`src/rtl/sdet_pkg.sv`:
```
// ----------------------------------------------------------------------------
// sdet_pkg
// shared types and constants of the sorted descriptor event table
// ----------------------------------------------------------------------------
`default_nettype none

package sdet_pkg;

  localparam int TABLE_DEPTH = 64;
  localparam int KEY_BITS    = 16;
  localparam int MASK_BITS   = 16;
  localparam int CNT_W       = $clog2(TABLE_DEPTH + 1);

  typedef logic [KEY_BITS-1:0]  key_t;
  typedef logic [MASK_BITS-1:0] mask_t;
  typedef logic [CNT_W-1:0]     cnt_t;

  localparam logic [1:0] ACT_CLEAR  = 2'd0;
  localparam logic [1:0] ACT_LISTEN = 2'd1;
  localparam logic [1:0] ACT_CHECK  = 2'd2;
  localparam logic [1:0] ACT_REPORT = 2'd3;

  localparam logic [1:0] STAT_OK   = 2'd0;
  localparam logic [1:0] STAT_FULL = 2'd1;
  localparam logic [1:0] STAT_MISS = 2'd2;

  typedef enum logic [1:0] {
    OP_NONE,
    OP_OR_WANTED,
    OP_INSERT,
    OP_STORE_RET
  } cell_op_t;

  typedef struct packed {
    key_t  key;
    mask_t wanted;
    mask_t returned;
  } entry_t;

  typedef struct packed {
    logic     cmp_en;
    cell_op_t op;
    key_t     key;
    mask_t    mask;
  } cell_ctrl_t;

endpackage

`default_nettype wire

```
`src/rtl/sdet_cell.sv`:
```
// ----------------------------------------------------------------------------
// sdet_cell
// one table slot: compares its key and shifts from its left neighbor
// ----------------------------------------------------------------------------
`default_nettype none

module sdet_cell
  import sdet_pkg::*;
(
  input  wire logic       clk,
  input  wire cell_ctrl_t ctrl,
  input  wire logic       valid,
  input  wire logic       left_gp,
  input  wire entry_t     left_ent,
  output entry_t          ent,
  output logic            gp,
  output logic            eq
);

  entry_t ent_r;
  logic   gp_r;
  logic   eq_r;

  always_ff @(posedge clk) begin
    if (ctrl.cmp_en) begin
      gp_r <= !valid || (ent_r.key >= ctrl.key);
      eq_r <= valid && (ent_r.key == ctrl.key);
    end
    case (ctrl.op)
      OP_INSERT: begin
        if (left_gp) begin
          ent_r <= left_ent;
        end else if (gp_r) begin
          ent_r.key      <= ctrl.key;
          ent_r.wanted   <= ctrl.mask;
          ent_r.returned <= '0;
        end
      end
      OP_OR_WANTED: begin
        if (eq_r) begin
          ent_r.wanted <= ent_r.wanted | ctrl.mask;
        end
      end
      OP_STORE_RET: begin
        if (eq_r) begin
          ent_r.returned <= ctrl.mask;
        end
      end
      default: begin
      end
    endcase
  end

  assign ent = ent_r;
  assign gp  = gp_r;
  assign eq  = eq_r;

endmodule

`default_nettype wire

```
`config.mk`:
```
export PLATFORM = sky130hd
export DESIGN_NAME = sdet_cell
export DESIGN_NICKNAME = d
export VERILOG_FILES = /design/src/rtl/sdet_pkg.sv /design/src/rtl/sdet_cell.sv
export SDC_FILE = /design/constraint.sdc
export NUM_CORES = 1
export LEC_CHECK = 0
export ABC_AREA = 0
export BUFFER_PORTS_ARGS = -buffer_cell sky130_fd_sc_hd__buf_2
export CORE_ASPECT_RATIO = 2
export CORE_MARGIN = 2
export CORE_UTILIZATION = 40
export CTS_CLUSTER_DIAMETER = 100
export DETAILED_ROUTE_END_ITERATION = 10
export MAX_ROUTING_LAYER = met4
export PLACE_DENSITY = 0.83
export SYNTH_ARGS = -nofsm -noshare
export SYNTH_HDL_FRONTEND = slang
export SYNTH_SLANG_ARGS = --single-unit
```
`constraint.sdc`:
```
create_clock -name clk -period 2.1 [get_ports clk]
set_input_delay 0.105 -clock clk [delete_from_list [all_inputs] [get_ports clk]]
set_output_delay 0.105 -clock clk [all_outputs]
set_load 0.005 [all_outputs]
```
==> out/metrics.cfg <==
[logic_synthesis]
post_synth_inst_count=274
synth_cell_types=31
synth.top_cells.by_area=edfxtp_1 54%, ha_1 7.2%, o21ai_0 7.2%, nand2_1 7.0%, inv_1 4.7%
yosys_most_used_dff=edfxtp_1
synth_area_um2=2785
total_of_warnings_raised_by_yosys=0
synth_seq_cells=50
synth.top_cell.area_share_pct=53.91
yosysTopAreaCell=edfxtp_1
synth_edf_count=50
syn-num-nets=376
mean_syn_cell_area_um2=10.16
synth-seq-area-share_pct=53.91
synth-async-reset-ratio_pct=0

[final_layout]
drive_above_1_share_pct=42.68
layout.cell_area.non_filler_um2=3671
final_cell_mix=135 x buf_2, 52 x nand2_1, 50 x edfxtp_1
layout.cells.non_filler=500
seqCellArea_um2=1501
layout_overhead_on_the_synthesized_area_pct=31.81
filler_instances=651
insertedDiodeCount=0
final_net_count=511
final_common_cell=buf_2
multiInputGateArea_um2=1056

[clock_network]
clk_path_buf_depth=2
insertion_delay_of_the_later_clocked_pin_in_the_worst_skew_pair_ns=0.29
post-cts-setup-buffers=0
post_cts.resized_instances=0
clock_tree.root_cell=clkbuf_16
clock-sinks=50
hold_buffer_count_at_cts=0
cts_tree=done
cts.reportedPaths.clkPinSlew_ns=0.07
h-tree-depth=2
cts_made_buffers=5

[pwr]
power-per-cell-area_nw_per_um2=648.6
worst_ir_drop_vdd_mv=0.4773
power_leakage_nw=1.733

[status]
outcome=completed

[worst_setup_path]
worstSetupStartpointType=register
path_max_fanout=2
critical_path_sink_type=register
r2r-start=ent[37]
reg2regPathDepth=5
r2r-end=gp
arrival_worst_endpoint_ns=1.60
required_ns=2.12
reg2reg_slack_ns=0.52
critical_path_class=reg -> reg

[floorplan]
die_width_um=63.01
pin_count=136
fp-row-count=43
floorplan.die_area_um2=7687
die_height_um=122.0
core_area_um2=6833
initial_utilization_pct=40.76

[worst_hold_path]
min-delay-start=ctrl[34]
hold_depth=1
type_of_the_tightest_min_delay_check=in -> reg
worstHoldEndpoint=gp

[global_route]
first_pass_grt_wire_length_um=10610
overflow=0
grt_max_degree=34
gr-usage-all-layers_pct=18.31
via_count_of_the_first_global_routing_pass=2295
initial_antenna_violation_count=0

[timing]
totalNegativeSetupSlack_ns=0
rsz0062_at_grt=false
slew_violations=0
post-route-period-util_pct=75.21
finalSetupViolCount=0
skew_final_ns=0.004974
timing.final.crit_period_ns=1.579
timing_hold_violations_final=0
pin_slew_with_the_least_headroom_to_its_limit_ns=0.5866
max_freq_ghz=0.6331
max-slew-margin-rel_pct=60.80

[drt]
route.antenna.remaining_nets=0
avgRoutedWirePerCell_um=13.10
route.final.wire_length_um=6552
drt-vias-per-instance=4.748
drt_iter0_markers=140
dr_total_vias=2374
first_pass_iters=4
post-route-drc-count=0

[place]
portBuffers=135
gpl.final_weighted_congestion=0.8091
dpl.cell_count=492
place_area_um2=3522
detailed_place_hpwl_um=5230

[run]
drv.max_cap_violation_count=0

-- through the flow --
step / worst slack [ns] / hold slack [ns] / util, % / total power [mW]
final: 0.5206 / 0.04672 / 53.73 / 2.381
after global routing: 0.2980 / 0.04532 / 53.73 / 2.506
after CTS: 0.5034 / 0.04035 / 53.73 / 2.411
after detailed placement: 0.5077 / 0.3379 / 51.55 / 1.610
after global placement: 0.5498 / 0.3306 / 51.55 / 1.600
after floorplan: 0.3788 / 0.2175 / - / 1.431
-- where the power goes --
group	switching, mW	internal (mW)	total (mW)
clock network	0.352	0.445	0.798
logic	0.211	0.175	0.386
registers	0.0226	1.17	1.20
-- cells in the mapped netlist, types with 3 or more instances --
cell type / instances
a21oi_1: 11
a21oi_2: 10
buf_2: 3
buf_4: 5
edfxtp_1: 50
ha_1: 16
inv_1: 35
nand2_1: 52
nand2b_1: 3
nor2_1: 18
o21ai_0: 40
o21ai_2: 10
-- per-layer routing --
metal / global-route usage [%] / vias to the layer above / share of wire (%)
li1: - / 1214 / -
met1: 23.04 / 1039 / 44
met2: 29.65 / 109 / 47
met3: 2.678 / 12 / 7.3
met4: 7.222 / 0 / 1.9
met5: - / - / 0
-- critical path, stage by stage, from the launching register on --
cell	delay [ns]
edfxtp_1	0.38
ha_1	0.30
a21oi_1	0.12
o21ai_0	0.08
a221oi_1	0.30
o211ai_1	0.12
-- worst max-delay path by stage --
stage / from / end / slack (ns) / cells after the start
after floorplan: ctrl[33] / ent[16] / 0.38 / 4
after global placement: ctrl[32] / ent[11] / 0.55 / 4
after detailed placement: ctrl[33] / ent[9] / 0.51 / 4
after CTS: ent[43] / gp / 0.50 / 5
after global routing: ent[39] / gp / 0.30 / 5
final: ent[37] / gp / 0.52 / 5
-- cell families after synthesis --
family / Yosys count / share of synthesized area (%)
AOI/OAI and AO/OA: 77 / 17.21
adders and majority gates: 16 / 7.188
buffers and inverters: 48 / 8.176
DFF: 50 / 53.91
muxes: 1 / 0.4043
and+or+nand+nor: 82 / 13.12
-- final cells by class --
cell class                 instances  share of cell area [%]
timing repair buffer             141                   19.63
tap                               90                   3.067
clock inverter                     3                  0.6476
clock buffer                       5                   3.408
multi-input combinational        176                   28.77
inverter                          35                   3.579
sequential                        50                   40.90
-- state kept, by name, indices dropped and copies added, names as in the netlist --
name and flops:
ent 48, gp 1, eq 1
No activity file was read; power rests on OpenSTA's default activity.
